[src/design/urb_pkg.sv]
// Shared types and codes for the UART ring buffer controller.
package urb_pkg;

  localparam int BYTE_W  = 8;
  localparam int OP_W    = 2;
  localparam int STAT_W  = 2;
  localparam int LEVEL_W = 4;

  localparam logic [OP_W-1:0] OP_RX_BYTE = 2'd0;
  localparam logic [OP_W-1:0] OP_TX_DONE = 2'd1;
  localparam logic [OP_W-1:0] OP_CPU_WR  = 2'd2;
  localparam logic [OP_W-1:0] OP_CPU_RD  = 2'd3;

  localparam logic [STAT_W-1:0] ST_OK       = 2'd0;
  localparam logic [STAT_W-1:0] ST_RX_DROP  = 2'd1;
  localparam logic [STAT_W-1:0] ST_TX_FULL  = 2'd2;
  localparam logic [STAT_W-1:0] ST_RX_EMPTY = 2'd3;

  typedef struct packed {
    logic push;
    logic pop;
  } urb_fifo_ctl_t;

  typedef struct packed {
    logic full;
    logic empty;
  } urb_fifo_stat_t;

endpackage

[src/design/urb_cell.sv]
// One byte cell of a shifting queue chain.
module urb_cell (
  input  logic                       clk,
  input  logic                       load,
  input  logic                       shift,
  input  logic [urb_pkg::BYTE_W-1:0] din,
  input  logic [urb_pkg::BYTE_W-1:0] next_data,
  output logic [urb_pkg::BYTE_W-1:0] data
);
  import urb_pkg::*;

  logic [BYTE_W-1:0] data_r;
  logic [BYTE_W-1:0] data_nxt;

  // Loads and shifts never coincide since one operation is either a push or a pop.
  always_comb begin
    priority if (load) begin
      data_nxt = din;
    end else if (shift) begin
      data_nxt = next_data;
    end else begin
      data_nxt = data_r;
    end
  end

  always_ff @(posedge clk) begin
    data_r <= data_nxt;
  end

  assign data = data_r;

endmodule

[src/design/urb_fifo_chain.sv]
// Byte queue built as a row of shifting cells with an occupancy count.
module urb_fifo_chain #(
  parameter int DEPTH = 8
) (
  input  logic                        clk,
  input  logic                        rst_n,
  input  urb_pkg::urb_fifo_ctl_t      ctl,
  input  logic [urb_pkg::BYTE_W-1:0]  din,
  output urb_pkg::urb_fifo_stat_t     stat,
  output logic [urb_pkg::BYTE_W-1:0]  head_data,
  output logic [urb_pkg::LEVEL_W-1:0] level_nxt
);
  import urb_pkg::*;

  localparam int CW = $clog2(DEPTH + 1);

  logic [CW-1:0]         count_r;
  logic [CW-1:0]         count_nxt;
  logic [BYTE_W-1:0]     cell_data [DEPTH];
  logic [CW+LEVEL_W-1:0] count_ext;

  // The oldest byte always sits in cell zero; a pop moves every byte one cell forward.
  for (genvar i = 0; i < DEPTH; i++) begin : g_cell
    logic [BYTE_W-1:0] nbr;
    if (i == DEPTH - 1) begin : g_last
      assign nbr = cell_data[i];
    end else begin : g_mid
      assign nbr = cell_data[i+1];
    end
    urb_cell u_cell (
      .clk       (clk),
      .load      (ctl.push && (count_r == CW'(i))),
      .shift     (ctl.pop),
      .din       (din),
      .next_data (nbr),
      .data      (cell_data[i])
    );
  end

  always_comb begin
    count_nxt = count_r;
    if (ctl.push) begin
      count_nxt = count_r + CW'(1);
    end else if (ctl.pop) begin
      count_nxt = count_r - CW'(1);
    end
  end

  always_ff @(posedge clk) begin
    if (!rst_n) begin
      count_r <= '0;
    end else begin
      count_r <= count_nxt;
    end
  end

  assign stat.full  = (count_r == CW'(DEPTH));
  assign stat.empty = (count_r == '0);
  assign head_data  = cell_data[0];
  assign count_ext  = {{LEVEL_W{1'b0}}, count_nxt};
  assign level_nxt  = count_ext[LEVEL_W-1:0];

  a_no_push_pop: assert property (@(posedge clk) disable iff (!rst_n)
    !(ctl.push && ctl.pop)) else $error("queue push and pop in one cycle");
  a_no_overflow: assert property (@(posedge clk) disable iff (!rst_n)
    ctl.push |-> !stat.full) else $error("push into full queue");
  a_no_underflow: assert property (@(posedge clk) disable iff (!rst_n)
    ctl.pop |-> !stat.empty) else $error("pop from empty queue");
  a_count_bound: assert property (@(posedge clk) disable iff (!rst_n)
    count_r <= CW'(DEPTH)) else $error("queue count beyond depth");

endmodule

[src/design/uart_ring_buffer_controller.sv]
// Top level of the UART ring buffer controller with receive and transmit queues.
//
// Usage: each input transaction carries one operation (in_op) and a byte
// (in_data_in). Operation 0 stores a byte received from the line, 1 reports
// that the transmitter finished a byte, 2 is a CPU write and 3 a CPU read.
// Every input transaction produces exactly one output transaction that says
// whether a byte goes to the transmit shift register (out_tx_start,
// out_tx_byte), which byte the CPU read (out_read_byte), a status code and
// the queue levels and busy flag after the operation.
// The result is registered: it is in the output register on the cycle
// after acceptance. Throughput is one operation per cycle while out_ready
// stays high, set by the single push or pop a queue's cell row performs per cycle.
// Reset empties both queues and clears the busy flag; the queue cells keep
// stale data, which is never read because the counts guard every pop.
// When the receiver stalls (out_ready low) the result is held and
// in_ready drops until the result has been taken.
module uart_ring_buffer_controller #(
  parameter int RX_DEPTH = 8,
  parameter int TX_DEPTH = 8
) (
  input  logic                        clk,
  input  logic                        rst_n,
  input  logic                        in_valid,
  output logic                        in_ready,
  input  logic [urb_pkg::OP_W-1:0]    in_op,
  input  logic [urb_pkg::BYTE_W-1:0]  in_data_in,
  output logic                        out_valid,
  input  logic                        out_ready,
  output logic                        out_tx_start,
  output logic [urb_pkg::BYTE_W-1:0]  out_tx_byte,
  output logic [urb_pkg::BYTE_W-1:0]  out_read_byte,
  output logic [urb_pkg::STAT_W-1:0]  out_status,
  output logic [urb_pkg::LEVEL_W-1:0] out_rx_level,
  output logic [urb_pkg::LEVEL_W-1:0] out_tx_level,
  output logic                        out_tx_busy
);
  import urb_pkg::*;

  logic              fire;
  logic              busy_r;
  logic              busy_nxt;
  urb_fifo_ctl_t     rx_ctl;
  urb_fifo_ctl_t     tx_ctl;
  urb_fifo_stat_t    rx_stat;
  urb_fifo_stat_t    tx_stat;
  logic [BYTE_W-1:0] rx_head;
  logic [BYTE_W-1:0] tx_head;
  logic [LEVEL_W-1:0] rx_level_nxt;
  logic [LEVEL_W-1:0] tx_level_nxt;

  logic              start_nxt;
  logic [BYTE_W-1:0] sent_nxt;
  logic [BYTE_W-1:0] popped_nxt;
  logic [STAT_W-1:0] status_nxt;

  logic               out_valid_r;
  logic               tx_start_r;
  logic [BYTE_W-1:0]  tx_byte_r;
  logic [BYTE_W-1:0]  read_byte_r;
  logic [STAT_W-1:0]  status_r;
  logic [LEVEL_W-1:0] rx_level_r;
  logic [LEVEL_W-1:0] tx_level_r;
  logic               tx_busy_r;

  // A new transaction is taken whenever the output register is empty or
  // being drained in the same cycle.
  assign in_ready = !out_valid_r || out_ready;
  assign fire     = in_valid && in_ready;

  // Operation decode. Full queues and an empty receive queue report a status
  // and leave the queues untouched instead of waiting.
  always_comb begin
    rx_ctl     = '0;
    tx_ctl     = '0;
    busy_nxt   = busy_r;
    start_nxt  = 1'b0;
    sent_nxt   = '0;
    popped_nxt = '0;
    status_nxt = ST_OK;
    if (fire) begin
      unique case (in_op)
        OP_RX_BYTE: begin
          if (rx_stat.full) begin
            status_nxt = ST_RX_DROP;
          end else begin
            rx_ctl.push = 1'b1;
          end
        end
        OP_TX_DONE: begin
          if (tx_stat.empty) begin
            busy_nxt = 1'b0;
          end else begin
            tx_ctl.pop = 1'b1;
            busy_nxt   = 1'b1;
            start_nxt  = 1'b1;
            sent_nxt   = tx_head;
          end
        end
        OP_CPU_WR: begin
          if (tx_stat.full) begin
            status_nxt = ST_TX_FULL;
          end else if (busy_r) begin
            tx_ctl.push = 1'b1;
          end else begin
            start_nxt = 1'b1;
            sent_nxt  = in_data_in;
            busy_nxt  = 1'b1;
          end
        end
        OP_CPU_RD: begin
          if (rx_stat.empty) begin
            status_nxt = ST_RX_EMPTY;
          end else begin
            rx_ctl.pop = 1'b1;
            popped_nxt = rx_head;
          end
        end
        default: begin
          status_nxt = ST_OK;
        end
      endcase
    end
  end

  urb_fifo_chain #(.DEPTH(RX_DEPTH)) u_rx_fifo (
    .clk       (clk),
    .rst_n     (rst_n),
    .ctl       (rx_ctl),
    .din       (in_data_in),
    .stat      (rx_stat),
    .head_data (rx_head),
    .level_nxt (rx_level_nxt)
  );

  urb_fifo_chain #(.DEPTH(TX_DEPTH)) u_tx_fifo (
    .clk       (clk),
    .rst_n     (rst_n),
    .ctl       (tx_ctl),
    .din       (in_data_in),
    .stat      (tx_stat),
    .head_data (tx_head),
    .level_nxt (tx_level_nxt)
  );

  // Control state: busy flag and output valid.
  always_ff @(posedge clk) begin
    if (!rst_n) begin
      busy_r      <= 1'b0;
      out_valid_r <= 1'b0;
    end else begin
      busy_r <= busy_nxt;
      if (fire) begin
        out_valid_r <= 1'b1;
      end else if (out_ready) begin
        out_valid_r <= 1'b0;
      end
    end
  end

  // Result payload, loaded only when a transaction is accepted.
  always_ff @(posedge clk) begin
    if (fire) begin
      tx_start_r  <= start_nxt;
      tx_byte_r   <= sent_nxt;
      read_byte_r <= popped_nxt;
      status_r    <= status_nxt;
      rx_level_r  <= rx_level_nxt;
      tx_level_r  <= tx_level_nxt;
      tx_busy_r   <= busy_nxt;
    end
  end

  assign out_valid     = out_valid_r;
  assign out_tx_start  = tx_start_r;
  assign out_tx_byte   = tx_byte_r;
  assign out_read_byte = read_byte_r;
  assign out_status    = status_r;
  assign out_rx_level  = rx_level_r;
  assign out_tx_level  = tx_level_r;
  assign out_tx_busy   = tx_busy_r;

  // A started byte always leaves the transmitter marked busy.
  a_start_busy: assert property (@(posedge clk) disable iff (!rst_n)
    out_valid_r && tx_start_r |-> tx_busy_r) else $error("tx start without busy");
  // An error status never comes with a started or popped byte.
  a_err_quiet: assert property (@(posedge clk) disable iff (!rst_n)
    out_valid_r && (status_r != ST_OK) |-> !tx_start_r && (read_byte_r == '0))
    else $error("error status with side effect");
  // Queued transmit bytes imply the transmitter is busy.
  a_queue_busy: assert property (@(posedge clk) disable iff (!rst_n)
    !tx_stat.empty |-> busy_r) else $error("tx queue holds bytes while idle");
  // The queues and the busy flag change only when a transaction is accepted.
  a_idle_hold: assert property (@(posedge clk) disable iff (!rst_n)
    !fire |-> (rx_ctl == '0) && (tx_ctl == '0) && (busy_nxt == busy_r))
    else $error("state change without transaction");

endmodule

[config.mk]
export PLATFORM = sky130hd
export DESIGN_NAME = uart_ring_buffer_controller
export DESIGN_NICKNAME = d
export VERILOG_FILES = /design/src/design/urb_pkg.sv /design/src/design/urb_cell.sv /design/src/design/urb_fifo_chain.sv /design/src/design/uart_ring_buffer_controller.sv
export SDC_FILE = /design/constraint.sdc
export NUM_CORES = 1
export LEC_CHECK = 0
export BUFFER_PORTS_ARGS = -buffer_cell sky130_fd_sc_hd__buf_2
export CORE_MARGIN = 2
export CORE_UTILIZATION = 34
export CTS_CLUSTER_DIAMETER = 40
export DETAILED_ROUTE_END_ITERATION = 8
export PLACE_DENSITY = 0.58
export SLEW_MARGIN = 20
export SYNTH_ARGS = -nofsm -noshare
export SYNTH_HDL_FRONTEND = slang
export SYNTH_SLANG_ARGS = --single-unit
[constraint.sdc]
create_clock -name clk -period 4.8 [get_ports clk]
set_input_delay 0.24 -clock clk [delete_from_list [all_inputs] [get_ports clk]]
set_output_delay 0.24 -clock clk [all_outputs]
set_load 0.01 [all_outputs]
# ---- Word-level counts from Yosys, hierarchy flattened
# Index checks and enable logic that the tools add are counted.
dict set report word_totals {
  regBits 166
  inputBits 14
  out_inout_bits 30
  wordCells 148
}
dict set report classes {
  add_sub_neg 4
  eq_ne 19
  n_mux 59
  bitwise_logic 1
  reduce_logical 38
}
# operator n
set op_table {}
lappend op_table {{8-bit two-way mux} 31}
lappend op_table {{4-bit by 3-bit == test with 1-bit output, second input constant} 8}
lappend op_table {{2-bit nonzero test} 15}
lappend op_table {{1-bit logical AND} 17}
lappend op_table {{4-bit by 2-bit == test with 1-bit output, second input constant} 4}
lappend op_table {{1-bit two-way mux} 16}
lappend op_table {{4-bit two-way mux} 4}
lappend op_table {{8-bit one-hot mux with 2 select lines} 1}
lappend op_table {{4-bit by 1-bit adder with 4-bit output, second input constant} 2}
lappend op_table {{4-bit by 1-bit == test with 1-bit output, second input constant} 2}
lappend op_table {{4-bit == test, second input constant} 2}
lappend op_table {{4-bit zero test} 2}
lappend op_table {{2-bit two-way mux} 4}
lappend op_table {{4-bit by 1-bit subtractor with 4-bit output, second input constant} 2}
lappend op_table {{2-bit one-hot mux with 3 select lines} 1}
lappend op_table {{2-bit == test, second input constant} 2}
lappend op_table {{1-bit one-hot mux with 2 select lines} 2}
lappend op_table {{2-bit by 1-bit == test with 1-bit output, second input constant} 1}
lappend op_table {{2-bit zero test} 1}
lappend op_table {{2-bit OR reduction} 1}
lappend op_table {{1-bit zero test} 1}
lappend op_table {{1-bit logical OR} 1}
lappend op_table {{1-bit NOT} 1}

# ---- Longest topological paths before layout
dict set report depth {
  ltp_word 6
  depth_mapped 8
  depth_no_buf 6
}

# ---- By module
# A second synthesis with hierarchy kept.
dict set report unflattened {
  cells_unflattened 472
  area_unflattened_um2 8092.8
}
# module instances cells_each area_each_um2 seq_area_each_um2
set modules_own_cells {}
lappend modules_own_cells {urb_cell 16 18 377.9 240.2}
lappend modules_own_cells {uart_ring_buffer_controller 1 94 1308.8 880.8}
lappend modules_own_cells {urb_fifo_chain 2 45 369.1 80.1}

# ---- Worst setup path before layout
# No wires, ideal clock.
dict set report synth_path {
  kind {register to register}
  from {reg u_tx_fifo.count_r[0]}
  to {reg u_tx_fifo.g_cell[5].u_cell.data_r[0], data pin}
  setup_time_ps 260
  arrival_time_ps 2204
  required_ps 4540
  setup_slack_ps 2336
  stages_incl_launch_ff 9
  path_buffers 2
  period_less_slack_ps 2464
  path_cell_list {dfxtp_1 > inv_1 > ha_1 > and3b_1 > buf_2 > nor4_4 > and4b_1 > buf_6 > mux2_2}
}
dict set report synth_between {
  elab_chain_len 6
  word_cells_on_any_way 7
  classes_between {eq/ne (2); mux (4); reduce/logical (1)}
}
# item line
set synth_lines {}
lappend synth_lines {{from (decl)} urb_fifo_chain.sv:17} ;# logic [CW-1:0] count_r;
lappend synth_lines {{from (signal assigned)} urb_fifo_chain.sv:53} ;# count_r <= count_nxt;
lappend synth_lines {{4-bit == test} urb_fifo_chain.sv:57} ;# assign stat.full = (count_r == CW'(DEPTH));
lappend synth_lines {{1-bit two-way mux} uart_ring_buffer_controller.sv:100} ;# if (tx_stat.full) begin
lappend synth_lines {{1-bit two-way mux} uart_ring_buffer_controller.sv:81} ;# unique case (in_op)
lappend synth_lines {{2-bit two-way mux} uart_ring_buffer_controller.sv:80} ;# if (fire) begin
lappend synth_lines {{1-bit logical AND *} urb_fifo_chain.sv:32} ;# .load (ctl.push && (count_r == CW'(i))),
lappend synth_lines {{8-bit two-way mux *} urb_cell.sv:17} ;# priority if (load) begin
lappend synth_lines {{named net u_tx_fifo.g_cell[5].u_cell.data_nxt[0]} urb_cell.sv:13} ;# logic [BYTE_W-1:0] data_nxt;
lappend synth_lines {{to (signal assigned)} urb_cell.sv:27} ;# data_r <= data_nxt;
lappend synth_lines {{to (decl)} urb_cell.sv:12} ;# logic [BYTE_W-1:0] data_r;
# The timed path passes the listed nets; every way through them passes the cells marked *.
# A chain may end at the register's enable or synchronous reset.

# ---- Worst setup path after layout
dict set report layout_path {
  from {reg u_tx_fifo.count_r[0]}
  to {reg u_tx_fifo.g_cell[6].u_cell.data_r[1], data pin}
}
dict set report layout_between {
  elab_chain_len 6
  word_cells_on_any_way 7
  classes_between {eq/ne (2); mux (4); reduce/logical (1)}
}
# item line
set layout_lines {}
lappend layout_lines {{4-bit == test} urb_fifo_chain.sv:57}
lappend layout_lines {{1-bit two-way mux} uart_ring_buffer_controller.sv:100}
lappend layout_lines {{1-bit two-way mux} uart_ring_buffer_controller.sv:81}
lappend layout_lines {{2-bit two-way mux} uart_ring_buffer_controller.sv:80}
lappend layout_lines {{1-bit logical AND *} urb_fifo_chain.sv:32}
lappend layout_lines {{8-bit two-way mux *} urb_cell.sv:17}
lappend layout_lines {{named net u_tx_fifo.g_cell[6].u_cell.data_nxt[1]} urb_cell.sv:13}
lappend layout_lines {{to (signal assigned)} urb_cell.sv:27}
lappend layout_lines {{to (decl)} urb_cell.sv:12}
# Marked as above.

==> results <==
- The run finished with clean final reports.
- The clock tree from TritonCTS is done.
- The global-route usage over all layers is about an eighth.
- The clock reaches the later pin of the worst-skew pair after around 0.43 ns.
- The worst-case headroom to the max-slew limit is between 40 and 50%.
- The hold violation total from the final report came to 0.
- The final critical path takes up 60.30% of the cycle.
- The sum of negative setup slack is 0 ns.
- The number of antenna violations at the first check in global routing is 0.
- The top cell type by area accounts for 62.46% of the synthesized area.
- At the pin with the least slew margin, the transition time is 0.8846 ns.
- On the final layout, the worst clock skew is 0.01174 ns.
- The routability congestion estimate is 0.9398.
- The category of the worst setup path capture point is a flop.
- No sink is reached through more buffers than the 2 on the longest clock path.
- For this design the top-level I/O count stands at 44.
- The count of routing violations after the opening detailed-route iteration is 275.
- Setup violations remaining at the end of the flow were counted as 0.
- In this run the static leakage power is 0.002974 uW.
- The biggest cell delay along the critical path is 0.61 ns.
- In the final layout, the share of cells above drive strength 1 is 36.21%.
- The post-CTS setup repair buffer count is 0.
- The CTS buffer count is 17.
- The number of nets at the end of the flow is around 560.
- Dividing the detail-routed wire length by the instance count gives 16.83 um.
- Walking the worst path, the cells encountered are inv_1, ha_1, and3b_1, nor4_4, and3_1, mux2_2.
- Detailed routing inserted a total of 4130 vias.
- The max-cap check violation count is 0.
- The commonest cells after synthesis are edfxtp_1, mux2_2, nand2_1, a21oi_1, clkbuf_1.
- 0 antenna diodes ended up in the layout.
- The biggest area contributor in the post-synthesis netlist is edfxtp_1.
- The critical-path maximum fanout is 9.
- The number of distinct library cells after synthesis is 51.
- The number of global-route vias before repair was 4327.
- Together, buffers and inverters on the worst path number 1.
- The largest delay contributor family on the critical path is simple AND/OR/NAND/NOR gates.
- The wire length after detailed routing is 13870 um.
- After clock tree synthesis, the flow added hold-fix buffers numbering 0.
- The critical path data required time is 4.97 ns.
- Entering global routing, the biggest net connects 35 pins.
- The peak supply drop is 194.6 uV.
- The number of max-slew violations in the final report is 0.
- The start point of the critical path is u_tx_fifo.count_r[0]$_SDFF_PN0_.
- The share of async-settable or async-resettable flops after synthesis is 0%.
- The start-to-end type of the worst setup path is flop to flop.
- The most used flip-flop cell after synthesis is edfxtp_1.
- The starting density of the core is 34.47%.
- Setup slack on the critical path of the routed design comes to between 1.5 and 2 ns.
- In this run the critical register-to-register path is launched from u_tx_fifo.count_r[0]$_SDFF_PN0_.
- STA classifies the critical path startpoint as a flop.
- Summed over all nets, the half-perimeter wirelength after detailed placement is about 9500 um.
- In this run the most critical hold path is launched from rst_n.
- The floorplan step defined a die boundary enclosing 23260 um^2.
- The average cell area after synthesis is 15.27 um^2.
- The first-pass iteration count of the detailed router is 7.
- For the worst setup path, the data arrival time is 3.07 ns.
- The die boundary width is approximately 150 um.
- The minimum clock period is 2.894 ns.
- The power density normalized to cell area is between 300 and 400 nW/um^2.
- The synthesized instance count is 491.
- The slowest stage of the critical path is the nor4_4 cell.
- The fmax is 345.5 MHz.
- After clock tree synthesis, the clock-pin slew on the worst setup and hold paths is 0.06 ns.
- After detailed routing, the number of remaining DRC violations is 0.
- By area the synthesized netlist is led by edfxtp_1, mux2_2, dfxtp_1.
- The post-cts sizing count is 0.
- The number of nets with antenna violations after detailed routing is 0.
- The number of nets handed over by synthesis was 519.
- The die height is between 150 and 200 um.
- The count of flip-flops with a built-in enable after synthesis is 156.
- After floorplanning, the core was divided into 54 placement rows.
- Across all hold checks on the routed design, the worst slack comes to 0.1635 ns.
- The cell area after synthesis is 7500 um^2.
- The most common cell in the synthesized netlist is edfxtp_1.
- The number of buffers added on ports is between 40 and 50.
- The filler cell count is 1986.
- The share of the Yosys chip area taken by registers is 65.13%.
- The total overflow left after global routing is 0.
- The floorplan core area is about 22000 um^2.
- Setup repair after global routing left no endpoint under its margin.
- The master cell of the clock root buffer is clkbuf_16.
- The synthesized design contains 166 register bits.
- The first global-routing pass estimated 23140 um of wire.
- In this run the number of H-tree levels came out at 4.
- The via density per instance is ~5.
- The number of sinks handled by clock tree synthesis is 166.
- The post-place setup slack is ~1.8 ns.
- The tightest min-delay check is of the input pin to flop type.
- The number of warnings printed during yosys synthesis is 0.
- The area growth from synthesis to layout is 13.35%.
-- path summary, 6_finish.rpt --
kind	slack, ns	depth (start not counted)	end
setup reg to reg	1.91	6	u_tx_fifo.g_cell[6].u_cell.data[1]$_DFFE_PP_
hold reg to reg	0.52	2	u_tx_fifo.count_r[0]$_SDFF_PN0_
hold / removal	0.16	2	u_tx_fifo.count_r[2]$_SDFF_PN0_
setup / recovery	1.91	6	u_tx_fifo.g_cell[6].u_cell.data[1]$_DFFE_PP_
-- flip-flops by register name, indices dropped and copies added (netlist names) --
register / count
u_tx_fifo.count_r: 4
out_read_byte: 8
out_valid: 1
out_tx_byte: 8
u_rx_fifo.g_cell.u_cell.data: 64
out_status: 2
out_tx_start: 1
u_tx_fifo.g_cell.u_cell.data: 64
busy_r: 1
out_rx_level: 4
out_tx_level: 4
u_rx_fifo.count_r: 4
out_tx_busy: 1
-- layout by cell type, fill, tap and decap left out, drive strengths merged, types with 2 or more instances in the layout --
| master | instances |
|---|---|
| and2 | 4 |
| and4b | 2 |
| a31oi | 3 |
| dfxtp | 10 |
| and3 | 13 |
| inv | 17 |
| clkbuf | 18 |
| a21oi | 19 |
| edfxtp | 156 |
| o21ai | 5 |
| nand3b | 2 |
| nand2 | 34 |
| o21a | 2 |
| ha | 14 |
| nor2 | 6 |
| nor2b | 12 |
| nor4 | 4 |
| or3b | 2 |
| nand3 | 8 |
| nand2b | 2 |
| nand4 | 3 |
| mux2 | 112 |
| clkinvlp | 4 |
| o2111ai | 2 |
| nor3b | 4 |
| a211oi | 3 |
| clkinv | 7 |
| buf | 44 |
| a22oi | 8 |
| nor3 | 2 |
| mux2i | 6 |
| xnor2 | 4 |
-- through the flow --
stage | total power, uW | cells | util (%) | cell area, um^2
final | 3041 | 824 | 39.07 | 8501
after global routing | 3150 | 824 | 39.07 | 8501
after CTS | 3073 | 824 | 39.07 | 8501
after detailed placement | 1840 | 792 | 36.62 | 7968
after global placement | 1835 | 792 | 36.62 | 7968
after floorplan | 1773 | 491 | - | 7500
-- where the power goes --
group | switching (uW) | internal, uW
clock network | 570 | 664
logic | 118 | 60.3
registers | 14.7 | 1610
total | 702 | 2340
-- kinds of logic after synthesis --
logic type / Yosys count / synth area share [%]
DFF: 166 / 65.13
xor gates and xnor gates: 5 / 0.5839
adders and majority gates: 14 / 2.336
muxes: 118 / 17.62
AOI/OAI and AO/OA: 49 / 4.204
and+or+nand+nor: 102 / 8.025
buffers and inverters: 37 / 2.102
-- per-layer routing --
| layer | wire [um] | part of all wire [%] | track usage (%) |
|---|---|---|---|
| met1 | 6303 | 45 | 16.12 |
| met2 | 6640 | 48 | 20.36 |
| met3 | 691 | 5.0 | 3.896 |
| met4 | 232 | 1.7 | 5.159 |
| met5 | 0 | 0 | 0 |
-- cell type report --
type                            instances  area [um^2]  share of cell area (%)
Inverter                               14        52.55                  0.6182
Tap cell                              280        350.3                   4.121
Sequential cell                       166         4885                   57.46
Clock inverter                         14        103.9                   1.222
Clock buffer                           18        429.2                   5.049
Timing Repair Buffer                   44        222.7                   2.620
Multi-Input combinational cell        288         2457                   28.91
No activity file was read; power rests on OpenSTA's default activity.
